**src/hdl/lpg_pkg.sv**
```systemverilog
// shared constants and types for the line pixel generator
`timescale 1ns / 1ps
`default_nettype none
package lpg_pkg;

   localparam int COORD_BITS   = 10;
   localparam int PAGE_BITS    = 16;
   localparam int COLOR_BITS   = 8;
   localparam int PROD_BITS    = 2 * COORD_BITS;
   localparam int DIV_CNT_BITS = $clog2(COORD_BITS + 1);

   localparam logic OP_START = 1'b0;
   localparam logic OP_NEXT  = 1'b1;

   typedef logic [COORD_BITS-1:0]        coord_type;
   typedef logic signed [COORD_BITS:0]   delta_type;
   typedef logic [PROD_BITS-1:0]         prod_type;
   typedef logic [PAGE_BITS-1:0]         page_type;
   typedef logic [COLOR_BITS-1:0]        color_type;

endpackage
`default_nettype wire

```
**src/hdl/lpg_if.sv**
```systemverilog
// request and response channel interfaces
`timescale 1ns / 1ps
`default_nettype none
interface lpg_req_if;
   import lpg_pkg::*;

   logic      valid;
   logic      ready;
   logic      operation;
   coord_type x_start;
   coord_type y_start;
   coord_type x_end;
   coord_type y_end;
   page_type  page_base;
   color_type pen_color;

   modport source (
      output valid, operation, x_start, y_start, x_end, y_end, page_base, pen_color,
      input  ready
   );
   modport sink (
      input  valid, operation, x_start, y_start, x_end, y_end, page_base, pen_color,
      output ready
   );
endinterface

interface lpg_rsp_if;
   import lpg_pkg::*;

   logic      valid;
   logic      ready;
   coord_type pixel_x;
   coord_type pixel_y;
   page_type  pixel_page;
   color_type pixel_color;
   logic      last_pixel;

   modport source (
      output valid, pixel_x, pixel_y, pixel_page, pixel_color, last_pixel,
      input  ready
   );
   modport sink (
      input  valid, pixel_x, pixel_y, pixel_page, pixel_color, last_pixel,
      output ready
   );
endinterface
`default_nettype wire

```
**src/hdl/lpg_div.sv**
```systemverilog
// iterative restoring divider, one quotient bit per cycle
`timescale 1ns / 1ps
`default_nettype none
module lpg_div (
   input  wire logic              clock,
   input  wire logic              reset,
   input  wire logic              start,
   input  wire lpg_pkg::prod_type dividend,
   input  wire lpg_pkg::coord_type divisor,
   output      lpg_pkg::coord_type quotient,
   output      logic              done
);
   import lpg_pkg::*;

   logic                    busy_ff, busy_in;
   logic                    done_ff, done_in;
   logic [DIV_CNT_BITS-1:0] cnt_ff, cnt_in;
   coord_type               rem_ff, rem_in;
   coord_type               quo_ff, quo_in;
   coord_type               dvs_ff, dvs_in;
   logic [COORD_BITS:0]     trial;
   logic [COORD_BITS:0]     diff;

   assign trial = {rem_ff, quo_ff[COORD_BITS-1]};
   assign diff  = trial - {1'b0, dvs_ff};

   always_comb begin
      busy_in = busy_ff;
      done_in = 1'b0;
      cnt_in  = cnt_ff;
      rem_in  = rem_ff;
      quo_in  = quo_ff;
      dvs_in  = dvs_ff;
      if (start) begin
         busy_in = 1'b1;
         cnt_in  = '0;
         rem_in  = dividend[PROD_BITS-1:COORD_BITS];
         quo_in  = dividend[COORD_BITS-1:0];
         dvs_in  = divisor;
      end else if (busy_ff) begin
         if (trial >= {1'b0, dvs_ff}) begin
            rem_in = diff[COORD_BITS-1:0];
            quo_in = {quo_ff[COORD_BITS-2:0], 1'b1};
         end else begin
            rem_in = trial[COORD_BITS-1:0];
            quo_in = {quo_ff[COORD_BITS-2:0], 1'b0};
         end
         cnt_in = cnt_ff + 1'b1;
         if (cnt_ff == DIV_CNT_BITS'(COORD_BITS - 1)) begin
            busy_in = 1'b0;
            done_in = 1'b1;
         end
      end
   end

   always_ff @(posedge clock) begin
      if (reset) begin
         busy_ff <= 1'b0;
         done_ff <= 1'b0;
         cnt_ff  <= '0;
      end else begin
         busy_ff <= busy_in;
         done_ff <= done_in;
         cnt_ff  <= cnt_in;
      end
      rem_ff <= rem_in;
      quo_ff <= quo_in;
      dvs_ff <= dvs_in;
   end

   assign quotient = quo_ff;
   assign done     = done_ff;

endmodule
`default_nettype wire

```
**src/hdl/line_pixel_generator.sv**
```systemverilog
// line pixel generator top level: sequencer, line state and output register
// start item: S_EMIT loads the output register, then the sequencer goes idle
// next item: S_MUL multiplies, S_DIV divides, S_EMIT loads the output register
// a new item is accepted only in S_IDLE; S_EMIT waits while the output is stalled
// a next item with no active line is dropped without a pixel
// synchronous reset clears the line state, x major, no active line
`timescale 1ns / 1ps
`default_nettype none
module line_pixel_generator (
   input wire logic clock,
   input wire logic reset,
   lpg_req_if.sink   req_chan,
   lpg_rsp_if.source rsp_chan
);
   import lpg_pkg::*;

   localparam logic [1:0] S_IDLE = 2'd0;
   localparam logic [1:0] S_MUL  = 2'd1;
   localparam logic [1:0] S_DIV  = 2'd2;
   localparam logic [1:0] S_EMIT = 2'd3;

   logic [1:0] state_ff, state_in;

   coord_type major_start_ff, major_start_in;
   coord_type major_end_ff, major_end_in;
   coord_type minor_start_ff, minor_start_in;
   delta_type minor_delta_ff, minor_delta_in;
   coord_type major_current_ff, major_current_in;
   logic      x_is_major_ff, x_is_major_in;
   logic      line_active_ff, line_active_in;
   page_type  saved_page_ff, saved_page_in;
   color_type saved_color_ff, saved_color_in;
   coord_type minor_ff, minor_in;
   logic      last_ff, last_in;

   logic      rsp_valid_ff, rsp_valid_in;
   coord_type rsp_x_ff, rsp_x_in;
   coord_type rsp_y_ff, rsp_y_in;
   page_type  rsp_page_ff, rsp_page_in;
   color_type rsp_color_ff, rsp_color_in;
   logic      rsp_last_ff, rsp_last_in;

   logic      req_xfer;
   coord_type dx, dy;
   logic      xm;
   coord_type a0, a1, b0, b1;
   coord_type offset, span, delta_mag;
   prod_type  product;
   coord_type next_current;
   logic      div_start, div_done;
   coord_type quotient;

   assign req_chan.ready = (state_ff == S_IDLE);
   assign req_xfer       = req_chan.valid && req_chan.ready;

   // endpoint ordering for a start transfer
   always_comb begin
      dx = (req_chan.x_end >= req_chan.x_start) ? req_chan.x_end - req_chan.x_start
                                                : req_chan.x_start - req_chan.x_end;
      dy = (req_chan.y_end >= req_chan.y_start) ? req_chan.y_end - req_chan.y_start
                                                : req_chan.y_start - req_chan.y_end;
      xm = (dx >= dy);
      if (xm) begin
         a0 = req_chan.x_start; a1 = req_chan.x_end;
         b0 = req_chan.y_start; b1 = req_chan.y_end;
      end else begin
         a0 = req_chan.y_start; a1 = req_chan.y_end;
         b0 = req_chan.x_start; b1 = req_chan.x_end;
      end
      if (a1 < a0) begin
         a0 = xm ? req_chan.x_end : req_chan.y_end;
         a1 = xm ? req_chan.x_start : req_chan.y_start;
         b0 = xm ? req_chan.y_end : req_chan.x_end;
         b1 = xm ? req_chan.y_start : req_chan.x_start;
      end
   end

   assign offset       = major_current_ff - major_start_ff;
   assign span         = major_end_ff - major_start_ff;
   assign delta_mag    = minor_delta_ff[COORD_BITS] ? COORD_BITS'(-minor_delta_ff)
                                                    : minor_delta_ff[COORD_BITS-1:0];
   assign product      = prod_type'(offset) * prod_type'(delta_mag);
   assign next_current = major_current_ff + 1'b1;
   assign div_start    = (state_ff == S_MUL);

   lpg_div u_div (
      .clock    (clock),
      .reset    (reset),
      .start    (div_start),
      .dividend (product),
      .divisor  (span),
      .quotient (quotient),
      .done     (div_done)
   );

   always_comb begin
      state_in         = state_ff;
      major_start_in   = major_start_ff;
      major_end_in     = major_end_ff;
      minor_start_in   = minor_start_ff;
      minor_delta_in   = minor_delta_ff;
      major_current_in = major_current_ff;
      x_is_major_in    = x_is_major_ff;
      line_active_in   = line_active_ff;
      saved_page_in    = saved_page_ff;
      saved_color_in   = saved_color_ff;
      minor_in         = minor_ff;
      last_in          = last_ff;
      rsp_valid_in     = rsp_valid_ff && !rsp_chan.ready;
      rsp_x_in         = rsp_x_ff;
      rsp_y_in         = rsp_y_ff;
      rsp_page_in      = rsp_page_ff;
      rsp_color_in     = rsp_color_ff;
      rsp_last_in      = rsp_last_ff;
      case (state_ff)
         S_IDLE: begin
            if (req_xfer) begin
               if (req_chan.operation == OP_START) begin
                  major_start_in   = a0;
                  major_end_in     = a1;
                  minor_start_in   = b0;
                  minor_delta_in   = delta_type'({1'b0, b1}) - delta_type'({1'b0, b0});
                  major_current_in = a0;
                  x_is_major_in    = xm;
                  line_active_in   = (a0 != a1);
                  saved_page_in    = req_chan.page_base;
                  saved_color_in   = req_chan.pen_color;
                  minor_in         = b0;
                  last_in          = (a0 == a1);
                  state_in         = S_EMIT;
               end else if (line_active_ff) begin
                  major_current_in = next_current;
                  last_in          = (next_current >= major_end_ff);
                  line_active_in   = !(next_current >= major_end_ff);
                  state_in         = S_MUL;
               end
            end
         end
         S_MUL: begin
            state_in = S_DIV;
         end
         S_DIV: begin
            if (div_done) begin
               minor_in = minor_delta_ff[COORD_BITS] ? minor_start_ff - quotient
                                                     : minor_start_ff + quotient;
               state_in = S_EMIT;
            end
         end
         S_EMIT: begin
            if (!rsp_valid_ff || rsp_chan.ready) begin
               rsp_valid_in = 1'b1;
               rsp_x_in     = x_is_major_ff ? major_current_ff : minor_ff;
               rsp_y_in     = x_is_major_ff ? minor_ff : major_current_ff;
               rsp_page_in  = saved_page_ff;
               rsp_color_in = saved_color_ff;
               rsp_last_in  = last_ff;
               state_in     = S_IDLE;
            end
         end
         default: begin
            state_in = S_IDLE;
         end
      endcase
   end

   always_ff @(posedge clock) begin
      if (reset) begin
         state_ff         <= S_IDLE;
         major_start_ff   <= '0;
         major_end_ff     <= '0;
         minor_start_ff   <= '0;
         minor_delta_ff   <= '0;
         major_current_ff <= '0;
         x_is_major_ff    <= 1'b1;
         line_active_ff   <= 1'b0;
         saved_page_ff    <= '0;
         saved_color_ff   <= '0;
         rsp_valid_ff     <= 1'b0;
      end else begin
         state_ff         <= state_in;
         major_start_ff   <= major_start_in;
         major_end_ff     <= major_end_in;
         minor_start_ff   <= minor_start_in;
         minor_delta_ff   <= minor_delta_in;
         major_current_ff <= major_current_in;
         x_is_major_ff    <= x_is_major_in;
         line_active_ff   <= line_active_in;
         saved_page_ff    <= saved_page_in;
         saved_color_ff   <= saved_color_in;
         rsp_valid_ff     <= rsp_valid_in;
      end
      minor_ff     <= minor_in;
      last_ff      <= last_in;
      rsp_x_ff     <= rsp_x_in;
      rsp_y_ff     <= rsp_y_in;
      rsp_page_ff  <= rsp_page_in;
      rsp_color_ff <= rsp_color_in;
      rsp_last_ff  <= rsp_last_in;
   end

   assign rsp_chan.valid       = rsp_valid_ff;
   assign rsp_chan.pixel_x     = rsp_x_ff;
   assign rsp_chan.pixel_y     = rsp_y_ff;
   assign rsp_chan.pixel_page  = rsp_page_ff;
   assign rsp_chan.pixel_color = rsp_color_ff;
   assign rsp_chan.last_pixel  = rsp_last_ff;

endmodule
`default_nettype wire

```
**src/flat_wrapper.sv**
```systemverilog
// flat-port wrapper written by rule: the top's interface ports become plain ports
module line_pixel_generator_flat import lpg_pkg::*;
  (clock, reset, req_chan_valid, req_chan_operation, req_chan_x_start, req_chan_y_start, req_chan_x_end, req_chan_y_end, req_chan_page_base, req_chan_pen_color, req_chan_ready, rsp_chan_valid, rsp_chan_pixel_x, rsp_chan_pixel_y, rsp_chan_pixel_page, rsp_chan_pixel_color, rsp_chan_last_pixel, rsp_chan_ready);
  lpg_req_if req_chan_i ();
  lpg_rsp_if rsp_chan_i ();
  input wire logic clock;
  input wire logic reset;
  input wire logic [$bits(req_chan_i.valid)-1:0] req_chan_valid;
  input wire logic [$bits(req_chan_i.operation)-1:0] req_chan_operation;
  input wire logic [$bits(req_chan_i.x_start)-1:0] req_chan_x_start;
  input wire logic [$bits(req_chan_i.y_start)-1:0] req_chan_y_start;
  input wire logic [$bits(req_chan_i.x_end)-1:0] req_chan_x_end;
  input wire logic [$bits(req_chan_i.y_end)-1:0] req_chan_y_end;
  input wire logic [$bits(req_chan_i.page_base)-1:0] req_chan_page_base;
  input wire logic [$bits(req_chan_i.pen_color)-1:0] req_chan_pen_color;
  output wire logic [$bits(req_chan_i.ready)-1:0] req_chan_ready;
  output wire logic [$bits(rsp_chan_i.valid)-1:0] rsp_chan_valid;
  output wire logic [$bits(rsp_chan_i.pixel_x)-1:0] rsp_chan_pixel_x;
  output wire logic [$bits(rsp_chan_i.pixel_y)-1:0] rsp_chan_pixel_y;
  output wire logic [$bits(rsp_chan_i.pixel_page)-1:0] rsp_chan_pixel_page;
  output wire logic [$bits(rsp_chan_i.pixel_color)-1:0] rsp_chan_pixel_color;
  output wire logic [$bits(rsp_chan_i.last_pixel)-1:0] rsp_chan_last_pixel;
  input wire logic [$bits(rsp_chan_i.ready)-1:0] rsp_chan_ready;
  assign req_chan_i.valid = req_chan_valid;
  assign req_chan_i.operation = req_chan_operation;
  assign req_chan_i.x_start = req_chan_x_start;
  assign req_chan_i.y_start = req_chan_y_start;
  assign req_chan_i.x_end = req_chan_x_end;
  assign req_chan_i.y_end = req_chan_y_end;
  assign req_chan_i.page_base = req_chan_page_base;
  assign req_chan_i.pen_color = req_chan_pen_color;
  assign req_chan_ready = req_chan_i.ready;
  assign rsp_chan_valid = rsp_chan_i.valid;
  assign rsp_chan_pixel_x = rsp_chan_i.pixel_x;
  assign rsp_chan_pixel_y = rsp_chan_i.pixel_y;
  assign rsp_chan_pixel_page = rsp_chan_i.pixel_page;
  assign rsp_chan_pixel_color = rsp_chan_i.pixel_color;
  assign rsp_chan_last_pixel = rsp_chan_i.last_pixel;
  assign rsp_chan_i.ready = rsp_chan_ready;
  line_pixel_generator u_core (.clock(clock), .reset(reset), .req_chan(req_chan_i), .rsp_chan(rsp_chan_i));
endmodule
```
**config.mk**
```make
export PLATFORM = sky130hd
export DESIGN_NAME = line_pixel_generator_flat
export DESIGN_NICKNAME = d
export VERILOG_FILES = /design/src/hdl/lpg_pkg.sv /design/src/hdl/lpg_if.sv /design/src/hdl/lpg_div.sv /design/src/hdl/line_pixel_generator.sv /design/src/flat_wrapper.sv
export SDC_FILE = /design/constraint.sdc
export NUM_CORES = 1
export LEC_CHECK = 0
export BUFFER_PORTS_ARGS = -buffer_cell sky130_fd_sc_hd__buf_2
export CORE_ASPECT_RATIO = 1.2
export CORE_MARGIN = 2
export CORE_UTILIZATION = 50
export CTS_CLUSTER_DIAMETER = 50
export DETAILED_ROUTE_END_ITERATION = 6
export PLACE_DENSITY_LB_ADDON = 0.12
export SYNTH_ARGS = -nofsm -noshare
export SYNTH_HDL_FRONTEND = slang
export SYNTH_SLANG_ARGS = --single-unit
```
**constraint.sdc**
```tcl
create_clock -name clock -period 18.7 [get_ports clock]
set_input_delay 2.805 -clock clock [delete_from_list [all_inputs] [get_ports clock]]
set_output_delay 2.805 -clock clock [all_outputs]
set_load 0.02 [all_outputs]
```
==> qor.yml <==
syn-mean-instance-area_um2: 8.84
cellInternalPower_uw: 1680
critical_path.max_fanout: 47
post_synth_xor_area_fraction_pct: 5.48
antenna-diode-count: 0
drtIter0Drc: 912
multi_input_gate_area_in_the_final_layout_mm2: 0.0102
vias_in_the_first_global_route: 12700
synth-simple-area-share_pct: 14.3
wire_length_of_the_first_global_routing_pass_um: 68700
detailroute.via_count: 12900
clk_skew_ns: 0.0185
worst_path_most_repeated_cell: "sky130_fd_sc_hd__a21oi_1"
route.final.wire_length_um: 43900
synth.mux.area_fraction_pct: 5.90
fill_cells: 2841
critical-path-slowest-cell: "sky130_fd_sc_hd__o31a_2"
clk_pin_slew_ns: 0.07
seqPwrFrac_pct: 18.9
synth-adder-area-share_pct: 23.5
r2r-end: "u_core.u_div.rem_ff[6]$_DFFE_PP_"
worst_ep_arrival_time_ns: 12.23
share_of_cells_above_drive_strength_1_pct: 11.8
ff2ff_path_depth: 25
synthesis.instances: 1753
postSynthNetCount: 2070
floorplan.rows: 70
tritoncts: "done"
die_x_um: 165
postCtsResizedCells: 0
finalCritPeriodShare_pct: 63.6
ios: 116
required_ns: 19.05
postSynth.asyncResetShare_pct: 0
static-leakage-power_uw: 0.00777
timing.hold.worst.class: "reg2reg"
worst_vdd_rail_ir_drop_uv: 133
critical_path_cell_count: 34
area_growth_pct: 9.65
synthesis_warning_total: 0
p_sw_uw: 1690
insertion_delay_ns: 0.44
post_route_setup_tns_ns: 0
register_bit_count_reported_by_yosys: 172
timing.final.hold_violations: 0
ff_latch_area_mm2: 0.00430
register_area_share_after_synthesis_pct: 27.8
power_frac_comb_pct: 71.0
global_route.usage.total_pct: 27.5
floorplan.die.height_um: 197
drcViolationCount: 0
regToRegSetupSlack_ns: 11.57
final_nets: 2154
clock_power_share_pct: 10.1
hpwl_um: 34700
ctsHtreeMaxLevel: 4
worstHoldEndpoint: "u_core.rsp_chan.last_pixel$_DFFE_PP_"
slowest_delay_ns: 0.87
synth_enable_flop_cells: 86
initial_core_util_pct: 50.8
io_buffers: 115
rsz0062_at_grt: "false"
gpl.final_weighted_congestion: 1.03
max_clock_freq_mhz: 84.1
complex_gate_fraction_of_the_synthesized_area_pct: 16.3
min_path_cells: 0
detailedRoute.firstPassIterationCount: 5
critical_path.startpoint_type: "input port"
period_minus_slack_ns: 11.88
clock-root-buffer: "sky130_fd_sc_hd__clkbuf_16"
vias_per_cell: 5.76
cts-hold-fix-buffers: 0
power.switching_fraction_pct: 50.2
initial_antenna_violation_count: 0
yosys_most_used_dff: "sky130_fd_sc_hd__edfxtp_1"
cell_area_synth_mm2: 0.0155
hold_start: "u_core.last_ff$_DFFE_PP_"
total_power_uw: 3370
rr_startpoint: "u_core.major_current_ff[0]$_SDFFE_PP0P_"
ant_nets: 0
route.detailed.wl_per_inst_um: 19.5
run_status: "completed"
cp_num_buf_inv: 3
grt_remaining_overflow: 0
number_of_distinct_library_cell_variants_in_the_gate_level_netlist_after_synthesis: 73
count_of_buffers_added_by_post_cts_timing_repair_for_setup: 0
core-area_mm2: 0.0305
worst_pin_slew_ns: 1.09
maximum_capacitance_violations: 0
kind_of_critical_path: "in2reg"
relSlewSlack_pct: 27.4
critical-path-top-delay-family: "compound AO/OA/AOI/OAI gates"
power-per-cell-area_mw_per_mm2: 198
cts.sink_count: 172
setup.worst_path.end_class: "flop"
floorplan.die_area_mm2: 0.0324
synth_top_family_by_area: "adder cells"
timing.final.max_slew_violations: 0
largest_net_degree_at_the_start_of_global_routing: 51
clock_tree.buffer_depth: 2
report.final.setup_viol: 0
cts_made_buffers: 17
state kept, by name, indices dropped and copies added (netlist names), 10 cells and up:
register,count
u_core.rsp_chan.pixel_x,10
u_core.rsp_chan.pixel_page,16
u_core.saved_page_ff,16
u_core.u_div.dvs_ff,10
u_core.u_div.rem_ff,10
u_core.minor_ff,10
u_core.major_current_ff,10
u_core.minor_start_ff,10
u_core.major_end_ff,10
u_core.rsp_chan.pixel_y,10
u_core.u_div.quotient,10
u_core.minor_delta_ff,11
u_core.major_start_ff,10
how the worst max path moves through the flow:
stage / start / to / slack [ns]
3_5_place_dp: req_chan_x_end[3] / u_core.minor_delta_ff[8]$_SDFFE_PP0P_ / 6.59
5_1_grt: req_chan_x_end[3] / u_core.minor_delta_ff[8]$_SDFFE_PP0P_ / 6.16
4_1_cts: req_chan_x_end[3] / u_core.minor_delta_ff[8]$_SDFFE_PP0P_ / 7.01
6_report: req_chan_x_end[3] / u_core.minor_delta_ff[8]$_SDFFE_PP0P_ / 6.82
2_1_floorplan: req_chan_y_end[5] / u_core.minor_delta_ff[8]$_SDFFE_PP0P_ / 8.78
3_3_place_gp: req_chan_x_end[3] / u_core.minor_delta_ff[8]$_SDFFE_PP0P_ / 6.62
final cells by class:
class                           count  share of cell area (%)
Clock buffer                       19                    2.67
Clock inverter                     13                   0.604
Inverter                          198                    4.37
Multi-Input combinational cell   1317                    60.0
Sequential cell                   172                    25.3
Tap cell                          396                    2.92
Timing Repair Buffer              131                    4.09
cell usage after synthesis (5+ instances only):
cell	n	area, µm²
sky130_fd_sc_hd__nor4_1	5	31.3
sky130_fd_sc_hd__o31ai_1	10	75.1
sky130_fd_sc_hd__dfxtp_1	86	1720
sky130_fd_sc_hd__nand3b_1	5	37.5
sky130_fd_sc_hd__a21boi_0	8	60.1
sky130_fd_sc_hd__a211o_1	7	61.3
sky130_fd_sc_hd__and3_1	9	56.3
sky130_fd_sc_hd__nand3_1	13	65.1
sky130_fd_sc_hd__o221ai_1	9	78.8
sky130_fd_sc_hd__a31oi_1	16	100
sky130_fd_sc_hd__xnor2_1	63	552
sky130_fd_sc_hd__nor3_1	33	165
sky130_fd_sc_hd__nand4_1	7	43.8
sky130_fd_sc_hd__o21bai_1	9	67.6
sky130_fd_sc_hd__inv_1	197	739
sky130_fd_sc_hd__buf_2	15	75.1
sky130_fd_sc_hd__and2_1	21	131
sky130_fd_sc_hd__buf_1	7	26.3
sky130_fd_sc_hd__clkbuf_1	38	143
sky130_fd_sc_hd__nor2b_1	30	188
sky130_fd_sc_hd__xor2_1	34	298
sky130_fd_sc_hd__a211oi_1	20	150
sky130_fd_sc_hd__a21oi_1	114	571
sky130_fd_sc_hd__o21ai_0	77	385
sky130_fd_sc_hd__or3_1	10	62.6
sky130_fd_sc_hd__a21o_1	23	173
sky130_fd_sc_hd__mux2_2	39	439
sky130_fd_sc_hd__ha_1	177	2210
sky130_fd_sc_hd__a22o_1	11	96.3
sky130_fd_sc_hd__edfxtp_1	86	2580
sky130_fd_sc_hd__o211ai_1	14	105
sky130_fd_sc_hd__fa_1	71	1420
sky130_fd_sc_hd__o22ai_1	22	138
sky130_fd_sc_hd__nor2_1	96	360
sky130_fd_sc_hd__nand2b_1	15	93.8
sky130_fd_sc_hd__o21a_1	12	90.1
sky130_fd_sc_hd__mux2i_1	46	460
sky130_fd_sc_hd__nand2_1	232	871
power groups by stage:
stage	combinational [µW]	sequential (µW)	clock (µW)
5_1_grt	2670	650	361
6_report	2390	638	340
3_3_place_gp	2360	641	0
3_5_place_dp	2370	644	0
2_1_floorplan	1740	624	0
4_1_cts	2390	637	347
through the flow:
step / hold slack (ns) / utilization [%] / instance area (µm²) / setup WS, ns / instances
final: 0.421 / 55.7 / 17000 / 6.82 / 2246
after global routing: 0.426 / 55.7 / 17000 / 6.16 / 2246
after CTS: 0.424 / 55.7 / 17000 / 7.01 / 2246
after detailed placement: 0.405 / 53.9 / 16400 / 6.59 / 2214
after global placement: 0.404 / 53.9 / 16400 / 6.62 / 2214
after floorplan: 0.400 / - / 15500 / 8.78 / 1753
layout by cell type (no fill, tap or decap), types with 5 or more instances in the layout:
cell type                   instances
sky130_fd_sc_hd__nand2b_1          15
sky130_fd_sc_hd__dfxtp_1           86
sky130_fd_sc_hd__o221ai_1           9
sky130_fd_sc_hd__a22o_1            11
sky130_fd_sc_hd__nand3b_1           5
sky130_fd_sc_hd__nor2b_1           29
sky130_fd_sc_hd__or3_1             10
sky130_fd_sc_hd__a211o_1            7
sky130_fd_sc_hd__a21oi_1          114
sky130_fd_sc_hd__mux2_2            39
sky130_fd_sc_hd__o21a_1            12
sky130_fd_sc_hd__nand2_1          231
sky130_fd_sc_hd__ha_1             177
sky130_fd_sc_hd__nand3_1           13
sky130_fd_sc_hd__xnor2_1           63
sky130_fd_sc_hd__nor3_1            33
sky130_fd_sc_hd__fa_1              71
sky130_fd_sc_hd__buf_4             16
sky130_fd_sc_hd__o21bai_1           9
sky130_fd_sc_hd__buf_2            115
sky130_fd_sc_hd__edfxtp_1          86
sky130_fd_sc_hd__nand4_1            7
sky130_fd_sc_hd__o22ai_1           22
sky130_fd_sc_hd__o211ai_1          14
sky130_fd_sc_hd__o21ai_0           77
sky130_fd_sc_hd__and3_1             9
sky130_fd_sc_hd__nor4_1             5
sky130_fd_sc_hd__inv_1            197
sky130_fd_sc_hd__clkbuf_16         18
sky130_fd_sc_hd__xor2_1            34
sky130_fd_sc_hd__mux2i_1           46
sky130_fd_sc_hd__o31ai_1            9
sky130_fd_sc_hd__a31oi_1           16
sky130_fd_sc_hd__a211oi_1          20
sky130_fd_sc_hd__and2_1            21
sky130_fd_sc_hd__nor2_1            95
sky130_fd_sc_hd__a21o_1            23
sky130_fd_sc_hd__a21boi_0           8
layer usage:
layer,global-route usage (%),vias to the layer above,routed length (µm)
li1,-,6225,-
met1,34.2,6231,18200
met2,48.8,393,22200
met3,3.03,80,1920
met4,10.4,0,1540
met5,0,-,0
cell families after synthesis:
group	after synthesis
AND/OR/NAND/NOR	491
AO/OA/AOI/OAI	395
XOR/XNOR	97
flip-flops	172
adder cells (fa/ha/maj)	248
multiplexers	86
buffers and inverters	264
(Power assumes the default switching activity.)
